File: src/ucfd_pkg.sv
// Shared constants and types for the UART CAN frame deframer.
// No dependencies; used by ucfd_collect and uart_can_frame_deframer.
`default_nettype none

package ucfd_pkg;

    localparam int POS_W   = 5;
    localparam int BYTE_W  = 8;
    localparam int ID_W    = 32;
    localparam int PLD_W   = 64;
    localparam int STAT_W  = 2;

    typedef logic [POS_W-1:0]  t_pos;
    typedef logic [BYTE_W-1:0] t_byte;

    localparam t_byte FRAME_FLAG = 8'h7e;

    // byte positions within a 17-byte frame
    localparam t_pos POS_HUNT      = 5'd0;
    localparam t_pos POS_FIRST     = 5'd1;
    localparam t_pos XOR_START     = 5'd2;
    localparam t_pos ID_FIRST      = 5'd3;
    localparam t_pos PLD_FIRST     = 5'd7;
    localparam t_pos CKSUM_POS     = 5'd15;
    localparam t_pos END_POS       = 5'd16;

    localparam int ID_BYTES  = ID_W / BYTE_W;
    localparam int PLD_BYTES = PLD_W / BYTE_W;

    typedef enum logic [STAT_W-1:0] {
        ST_GOOD      = 2'd0,
        ST_CKSUM_ERR = 2'd1,
        ST_END_ERR   = 2'd2
    } t_status;

    typedef struct packed {
        logic [ID_W-1:0]   id;
        logic [PLD_W-1:0]  payload;
        logic [STAT_W-1:0] status;
    } t_frame_result;

endpackage

`default_nettype wire

File: src/ucfd_collect.sv
// Frame collector: byte position, running XOR, id/payload assembly, checks.
// Depends on ucfd_pkg.
`default_nettype none

module ucfd_collect (
    input  wire logic                  i_clk,
    input  wire logic                  i_rst_n,
    input  wire logic                  i_step,
    input  wire ucfd_pkg::t_byte       i_byte,
    output logic                       o_res_valid,
    output ucfd_pkg::t_frame_result    o_res
);

    ucfd_pkg::t_pos              r_pos,    n_pos;
    ucfd_pkg::t_byte             r_xor,    n_xor;
    ucfd_pkg::t_byte             r_cksum,  n_cksum;
    logic [ucfd_pkg::ID_W-1:0]   r_id,     n_id;
    logic [ucfd_pkg::PLD_W-1:0]  r_pld,    n_pld;
    logic                        w_done;
    ucfd_pkg::t_status           w_status;

    always_comb begin
        n_pos   = r_pos;
        n_xor   = r_xor;
        n_cksum = r_cksum;
        n_id    = r_id;
        n_pld   = r_pld;
        w_done  = 1'b0;
        if (r_pos == ucfd_pkg::POS_HUNT) begin
            if (i_byte == ucfd_pkg::FRAME_FLAG) begin
                n_xor   = '0;
                n_cksum = '0;
                n_id    = '0;
                n_pld   = '0;
                n_pos   = ucfd_pkg::POS_FIRST;
            end
        end else if (r_pos > ucfd_pkg::END_POS) begin
            n_pos = ucfd_pkg::POS_HUNT;
        end else if (r_pos < ucfd_pkg::CKSUM_POS) begin
            if (r_pos >= ucfd_pkg::XOR_START) begin
                n_xor = r_xor ^ i_byte;
            end
            for (int k = 0; k < ucfd_pkg::ID_BYTES; k++) begin
                if (r_pos == ucfd_pkg::t_pos'(int'(ucfd_pkg::ID_FIRST) + k)) begin
                    n_id[k*ucfd_pkg::BYTE_W +: ucfd_pkg::BYTE_W] =
                        r_id[k*ucfd_pkg::BYTE_W +: ucfd_pkg::BYTE_W] | i_byte;
                end
            end
            for (int k = 0; k < ucfd_pkg::PLD_BYTES; k++) begin
                if (r_pos == ucfd_pkg::t_pos'(int'(ucfd_pkg::PLD_FIRST) + k)) begin
                    n_pld[k*ucfd_pkg::BYTE_W +: ucfd_pkg::BYTE_W] =
                        r_pld[k*ucfd_pkg::BYTE_W +: ucfd_pkg::BYTE_W] | i_byte;
                end
            end
            n_pos = r_pos + ucfd_pkg::t_pos'(1);
        end else if (r_pos == ucfd_pkg::CKSUM_POS) begin
            n_cksum = i_byte;
            n_pos   = r_pos + ucfd_pkg::t_pos'(1);
        end else begin
            // end marker byte: frame complete, good or bad
            w_done = 1'b1;
            n_pos  = ucfd_pkg::POS_HUNT;
        end
    end

    // end-marker fault takes priority over checksum fault
    always_comb begin
        if (i_byte != ucfd_pkg::FRAME_FLAG) begin
            w_status = ucfd_pkg::ST_END_ERR;
        end else if (r_xor != r_cksum) begin
            w_status = ucfd_pkg::ST_CKSUM_ERR;
        end else begin
            w_status = ucfd_pkg::ST_GOOD;
        end
    end

    assign o_res_valid    = i_step && w_done;
    assign o_res.id       = r_id;
    assign o_res.payload  = r_pld;
    assign o_res.status   = w_status;

    always_ff @(posedge i_clk) begin
        if (!i_rst_n) begin
            r_pos <= ucfd_pkg::POS_HUNT;
        end else if (i_step) begin
            r_pos <= n_pos;
        end
    end

    always_ff @(posedge i_clk) begin
        if (i_step) begin
            r_xor   <= n_xor;
            r_cksum <= n_cksum;
            r_id    <= n_id;
            r_pld   <= n_pld;
        end
    end

`ifndef SYNTHESIS
    a_pos_range: assert property (@(posedge i_clk) disable iff (!i_rst_n)
        r_pos <= ucfd_pkg::END_POS)
        else $error("byte position out of frame range");

    a_done_rehunt: assert property (@(posedge i_clk) disable iff (!i_rst_n)
        o_res_valid |=> r_pos == ucfd_pkg::POS_HUNT)
        else $error("no return to hunting after frame end");

    a_drop_noise: assert property (@(posedge i_clk) disable iff (!i_rst_n)
        (i_step && r_pos == ucfd_pkg::POS_HUNT && i_byte != ucfd_pkg::FRAME_FLAG)
        |=> r_pos == ucfd_pkg::POS_HUNT)
        else $error("non-flag byte started a frame");

    a_step_advance: assert property (@(posedge i_clk) disable iff (!i_rst_n)
        (i_step && r_pos != ucfd_pkg::POS_HUNT && r_pos < ucfd_pkg::END_POS)
        |=> r_pos == $past(r_pos) + ucfd_pkg::t_pos'(1))
        else $error("frame byte did not advance position");
`endif

endmodule

`default_nettype wire

File: src/uart_can_frame_deframer.sv
// Top level of the UART CAN frame deframer: input register, collector, result register.
// Depends on ucfd_pkg and ucfd_collect.
//
// Usage:
//   Input channel: i_rx_valid / o_rx_ready carry one received byte (i_rx_byte) per transfer.
//   Output channel: o_frame_valid / i_frame_ready carry one result per 17-byte frame:
//   o_frame_id, o_frame_payload, o_frame_status (0 good, 1 checksum error, 2 bad end marker).
//   A frame starts at a 0x7e byte; other bytes seen while hunting are dropped.
//   Throughput: one byte per cycle sustained while no result waits on a low i_frame_ready;
//   each byte is processed by the collector between the input and result registers.
//   Path: the result for a frame is presented from the result register, which takes it
//   from the collector once its 17th byte has passed through the input register.
//   Stall: while a result waits in the result register and i_frame_ready is low, the
//   pipeline holds; the input register still takes one byte if it is empty.
//   Reset (i_rst_n low, synchronous): both registers empty, collector hunting for a
//   start byte.
`default_nettype none

module uart_can_frame_deframer (
    input  wire logic                          i_clk,
    input  wire logic                          i_rst_n,
    input  wire logic                          i_rx_valid,
    output logic                               o_rx_ready,
    input  wire logic [ucfd_pkg::BYTE_W-1:0]   i_rx_byte,
    output logic                               o_frame_valid,
    input  wire logic                          i_frame_ready,
    output logic [ucfd_pkg::ID_W-1:0]          o_frame_id,
    output logic [ucfd_pkg::PLD_W-1:0]         o_frame_payload,
    output logic [ucfd_pkg::STAT_W-1:0]        o_frame_status
);

    logic                       r_in_valid;
    ucfd_pkg::t_byte            r_in_byte;
    logic                       r_out_valid;
    ucfd_pkg::t_frame_result    r_out;
    logic                       w_adv;
    logic                       w_step;
    logic                       w_res_valid;
    ucfd_pkg::t_frame_result    w_res;

    assign w_adv      = !r_out_valid || i_frame_ready;
    assign w_step     = r_in_valid && w_adv;
    assign o_rx_ready = !r_in_valid || w_adv;

    always_ff @(posedge i_clk) begin
        if (!i_rst_n) begin
            r_in_valid <= 1'b0;
        end else if (o_rx_ready) begin
            r_in_valid <= i_rx_valid;
        end
    end

    always_ff @(posedge i_clk) begin
        if (o_rx_ready && i_rx_valid) begin
            r_in_byte <= i_rx_byte;
        end
    end

    ucfd_collect u_collect (
        .i_clk       (i_clk),
        .i_rst_n     (i_rst_n),
        .i_step      (w_step),
        .i_byte      (r_in_byte),
        .o_res_valid (w_res_valid),
        .o_res       (w_res)
    );

    always_ff @(posedge i_clk) begin
        if (!i_rst_n) begin
            r_out_valid <= 1'b0;
        end else if (w_adv) begin
            r_out_valid <= w_res_valid;
        end
    end

    always_ff @(posedge i_clk) begin
        if (w_adv && w_res_valid) begin
            r_out <= w_res;
        end
    end

    assign o_frame_valid   = r_out_valid;
    assign o_frame_id      = r_out.id;
    assign o_frame_payload = r_out.payload;
    assign o_frame_status  = r_out.status;

endmodule

`default_nettype wire
File: config.mk
export PLATFORM = sky130hd
export DESIGN_NAME = uart_can_frame_deframer
export DESIGN_NICKNAME = d
export VERILOG_FILES = /design/src/ucfd_pkg.sv /design/src/ucfd_collect.sv /design/src/uart_can_frame_deframer.sv
export SDC_FILE = /design/constraint.sdc
export NUM_CORES = 1
export LEC_CHECK = 0
export BUFFER_PORTS_ARGS = -buffer_cell sky130_fd_sc_hd__buf_4
export CORE_UTILIZATION = 45
export DETAILED_ROUTE_END_ITERATION = 10
export PLACE_DENSITY_LB_ADDON = 0.3
export SYNTH_ARGS = -nofsm -noshare
export SYNTH_HDL_FRONTEND = slang
export SYNTH_SLANG_ARGS = --single-unit
File: constraint.sdc
create_clock -name i_clk -period 17.2 [get_ports i_clk]
set_input_delay 0.86 -clock i_clk [delete_from_list [all_inputs] [get_ports i_clk]]
set_output_delay 0.86 -clock i_clk [all_outputs]
set_load 0.05 [all_outputs]
Yosys cells after proc, flatten, opt, wreduce, memory -nomap -nowiden

Index checks and enable logic that the tools add are counted.

$add $sub $neg: 1
Multiply operators: 0
Div/mod/pow operators: 0
Order comparisons: 3
Equal/unequal tests: 19
Shift-type cells: 0
Muxes and demuxes: 39
Bitwise gates (word level): 13
Reductions and logical operators: 39

Operators by type and width:

| kind                  | count |
|---|---|
| $mux W64              | 4 |
| $mux W8               | 21 |
| $mux W32              | 4 |
| $or A8 B8 Y8          | 12 |
| $reduce_and A5 Y1     | 14 |
| $eq A5 B4 Y1 const B  | 8 |
| $reduce_bool A2 Y1    | 15 |
| $mux W5               | 5 |
| $eq A5 B3 Y1 const B  | 4 |
| $eq A8 B7 Y1 const B  | 1 |
| $ne A8 B7 Y1 const B  | 1 |
| $ne A8 B8 Y1          | 1 |
| $xor A8 B8 Y8         | 1 |
| $add A5 B1 Y5 const B | 1 |
| $eq A5 B2 Y1 const B  | 1 |
| $ge A5 B2 Y1 const B  | 1 |
| $gt A5 B5 Y1 const B  | 1 |
| $logic_not A5 Y1      | 1 |
| $lt A5 B4 Y1 const B  | 1 |
| $mux W1               | 5 |
| $logic_and A1 B1 Y1   | 4 |
| $ne A2 B1 Y1 const B  | 2 |
| $logic_not A1 Y1      | 2 |
| $logic_or A1 B1 Y1    | 2 |
| other kinds (2)       | 2 |

Flip-flop bits (word level): 225
Latch bits: 0
RAM bits: 0
Memory bits (read-only): 0
Output and inout bits: 100
Memories kept: 0

Logic depth before layout (Yosys ltp)

Depth after elaboration: 7
Gate-level depth with buffers: 8
Gate-level depth less buffers: 7

By module

Synthesis repeated with hierarchy kept, for this count alone.

Cells, all modules: 564
Area, all modules: 8353.0 um^2

By module, submodules not included:

| module                  | instances | cells an instance | area an instance (um^2) | sequential area each (um^2) |
|---|---|---|---|---|
| ucfd_collect            | 1         | 448               | 5069.9                  | 3463.3 |
| uart_can_frame_deframer | 1         | 116               | 3283.1                  | 3223.1 |

Worst setup path after synthesis

OpenSTA, ideal clock, no wires.

Path kind: register -> register
Start: register u_collect.r_pos[0]
End: register r_out, in the netlist o_frame_id[0], enable pin
Data arrival time: 10.580 ns
Setup slack: 5.820 ns
Stages on the path, launching flop included: 5
Period minus slack after synthesis: 11.380 ns
Cell sequence: dfxtp_1 -> ha_1 -> and3_1 -> ha_1 -> nor4_1

Cells in the longest elaborated chain, start to end: 7
Elaborated cells between the ends (all ways): 10
Classes of those cells: order compare (2); eq/ne (1); mux (4); reduce/logical (3)

Ends and longest elaborated chain:

| element                                              | line                          | text |
|---|---|---|
| from (decl)                                          | ucfd_collect.sv:14            | `ucfd_pkg::t_pos r_pos, n_pos;` |
| from (signal assigned)                               | ucfd_collect.sv:84            | `r_pos <= ucfd_pkg::POS_HUNT;` |
| from (signal assigned)                               | ucfd_collect.sv:86            | `r_pos <= n_pos;` |
| branches (longest 4 deep; another with $lt A5 B4 Y1) | -                             |  |
| $mux W1 (*)                                          | ucfd_collect.sv:29            | `if (r_pos == ucfd_pkg::POS_HUNT) begin` |
| $logic_and A1 B1 Y1 (*)                              | ucfd_collect.sv:77            | `assign o_res_valid = i_step && w_done;` |
| $logic_and A1 B1 Y1 (*)                              | uart_can_frame_deframer.sv:77 | `if (w_adv && w_res_valid) begin` |
| to (signal assigned)                                 | uart_can_frame_deframer.sv:78 | `r_out <= w_res;` |
| to (decl)                                            | uart_can_frame_deframer.sv:35 | `ucfd_pkg::t_frame_result r_out;` |

Every way passes the cells marked *.
A chain may end at the register's enable or synchronous reset.

Final worst setup path

Start: register u_collect.r_pos[0]
End: register u_collect.r_pld[58] (netlist name), enable pin

Cells in the longest elaborated chain, start to end: 3
Elaborated cells between the ends (all ways): 9
Classes of those cells: order compare (2); eq/ne (3); reduce/logical (4)

Ends and longest elaborated chain:

| element                                              | line               | text |
|---|---|---|
| $gt A5 B5 Y1, or another cell as far along           | ucfd_collect.sv:37 | `end else if (r_pos > ucfd_pkg::END_POS) begin` |
| $ne A2 B1 Y1 (no line), or another cell as far along | -                  |  |
| $reduce_and A5 Y1 (no line) (*)                      | -                  |  |
| to (signal assigned)                                 | ucfd_collect.sv:95 | `r_pld <= n_pld;` |
| to (decl)                                            | ucfd_collect.sv:18 | `logic [ucfd_pkg::PLD_W-1:0] r_pld, n_pld;` |

Every way passes the cells marked *; elsewhere a longest branch is shown, timed or not.

==> run metrics <==
I/O Pins 112; clock buffer count from CTS 23; via count roughly 4.8k; drt drc 20; H-Tree Depth 1; Post-CTS Hold Buffers 0; Syn Inst Count 565; total gr overflow 0; clock slew at reported path FFs roughly 0.060 ns; Synth Register Bits 225; Routed WL around 16000 um; first-pass GRT wire length 25500 um; status complete, but fails checks; fill cell count 1437; nets@finish 695; WP data required roughly 17 ns; Placed Instance Area roughly 0.0094 mm^2; max_slew headroom 0.213; Worst Tran Pin Value 1.17 ns; power per cell area 106 mW/mm^2; Layout area overhead 20.5%; clock root buffer clkbuf_16; drt initial violations 378; hold_ws roughly 0.45 ns; Final Hold Viols 0; Tot Pwr 1070 uW; Final min period 3.34 ns; RSZ-0062 raised after global routing no; Worst-Skew Late Latency 0.50 ns; Site Rows 49; Syn Area/Cell 14.8 um^2; cell area after layout 0.0101 mm^2; die area ~0.019 mm^2; Post-DRT Antenna Nets 0; clock sink count 225; Setup violations, final 0; Max VDD drop 0.0649 mV; share of layout cells above drive strength 1 0.223; via count of the first global-routing pass ~4.6k; largest net degree at the start of global routing roughly 110; worst-case clock buffer depth 3; die height 138 um; vias per cell 5.20; period utilization 0.194; Ant. Diodes 0; Setup Fix Bufs, Post-CTS 0; DR WL/cell 17.7 um; drt pass-1 iters 9; number of gates resized after CTS 0; ys async rst share 0; WS Path Type reg2reg; Chip Width approximately 140 um; Max Clock Freq 299 MHz; static leakage 0.00382 uW; EDFF count, synth 218; fin. max-slew vios 0; setup TNS 0 ns; Setup crit end kind register; Seq/Total Area, Yosys 0.799; HPWL Detailed 10500 um; CP arrival 3.45 ns; dominant synthesized flop cell edfxtp_1; Placer Congestion 0.870; buffers added on ports about 110; Yosys cell types 45; Startpoint Class register; CTS tree done; clk_skew between 0.009 and 0.01 ns; Global Route Usage Sum 0.170; Crit Path Max Fanout 110; Syn Nets 583; PnR worst setup slack 13.86 ns; failing checks DRC; number of antenna violations at the first check in global routing 0; Max-Cap Viols 0; initial core utilization 0.463; cell area after synthesis 0.00837 mm^2; pre-CTS setup slack 13.89 ns; Core Area 0.0181 mm^2; Synth Warn # 0; Min-Delay Path Class reg2reg
-- state kept, by name, summed over array words and instances (netlist names), 2 cells and up --
register / count
u_collect.r_id: 32
o_frame_status: 2
r_in_byte: 8
u_collect.r_cksum: 8
o_frame_id: 32
o_frame_payload: 64
u_collect.r_pld: 64
u_collect.r_xor: 8
u_collect.r_pos: 5
-- worst paths after layout --
check                      start             endpoint  slack (ns)  cells past startpoint
min reg2reg  u_collect.r_pld[59]  o_frame_payload[59]        0.45                      0
min          u_collect.r_pld[59]  o_frame_payload[59]        0.45                      0
max reg2reg   u_collect.r_pos[0]  u_collect.r_pld[58]       13.86                      5
max           u_collect.r_pos[0]  u_collect.r_pld[58]       13.86                      5
-- worst max-delay path, cell delays in order (launching register included) --
cell     delay (ns)
dfxtp_1        0.39
inv_1          0.18
ha_1           0.31
and3_4         0.98
a41oi_1        0.10
nor3_1         0.94
-- final cells by class --
class	instances	area, um^2	share of cell area
inverters	7	26.3	0.00261
well taps	229	287	0.0284
repair buffers	114	856	0.0849
clock buffers	28	594	0.0590
clock inverters	10	73.8	0.00732
flip-flops and latches	225	6690	0.663
multi-input cells	306	1560	0.155
-- Yosys cell counts (3+ instances only) --
cell type,n,area [um^2]
clkbuf_1,12,45.0
inv_1,7,26.3
a21oi_1,10,50.1
and2_1,10,62.6
edfxtp_1,218,6550
nor4_1,7,43.8
nand2_1,6,22.5
nand2b_1,3,18.8
ha_1,6,75.1
xnor2_1,8,70.1
dfxtp_1,7,140
buf_2,12,60.1
nor2b_1,5,31.3
xor2_1,8,70.1
o21ai_0,3,15.0
nor2_1,209,785
-- cells in the final DEF (no fill, tap or decap), types with 2 or more instances in the layout --
master,instances
and2_1,10
clkinvlp_4,2
nor4_1,4
nor4_2,3
xnor2_1,8
inv_1,7
clkinv_2,2
nand4_1,2
buf_4,114
xor2_1,8
edfxtp_1,218
o21ai_0,3
clkbuf_16,23
clkbuf_1,5
nand2b_1,3
a31oi_1,2
a21oi_1,10
nand2_1,6
clkinv_1,5
nor3_1,2
ha_1,6
nor2b_1,5
dfxtp_1,7
nor2_1,209
mux2i_1,2
-- layer usage --
layer / GRT usage / part of all wire
met4: 0.0503 / 0.015
met2: 0.278 / 0.48
met1: 0.229 / 0.43
met5: 0 / 0
met3: 0.0374 / 0.073
-- report_power, final --
part	internal, uW	switching (uW)
combinational	7.76	6.85
sequential	594	9.92
clock	258	188
-- through the flow --
| step | std cells | util |
|---|---|---|
| CTS | 919 | 0.557 |
| global route | 919 | 0.557 |
| finish | 919 | 0.557 |
| floorplan | 565 | - |
| global placement | 881 | 0.520 |
| detailed placement | 881 | 0.520 |
-- cells by family after synthesis --
group	count (synthesis)	synth area share
AND/OR/NAND/NOR	252	0.126
flip-flops	225	0.799
buffers and inverters	34	0.0184
AO/OA/AOI/OAI	30	0.0284
XOR/XNOR	16	0.0167
adder cells (fa/ha/maj)	6	0.00897
multiplexers	2	0.00239
Note: power is estimated with default switching activity, not from simulation.
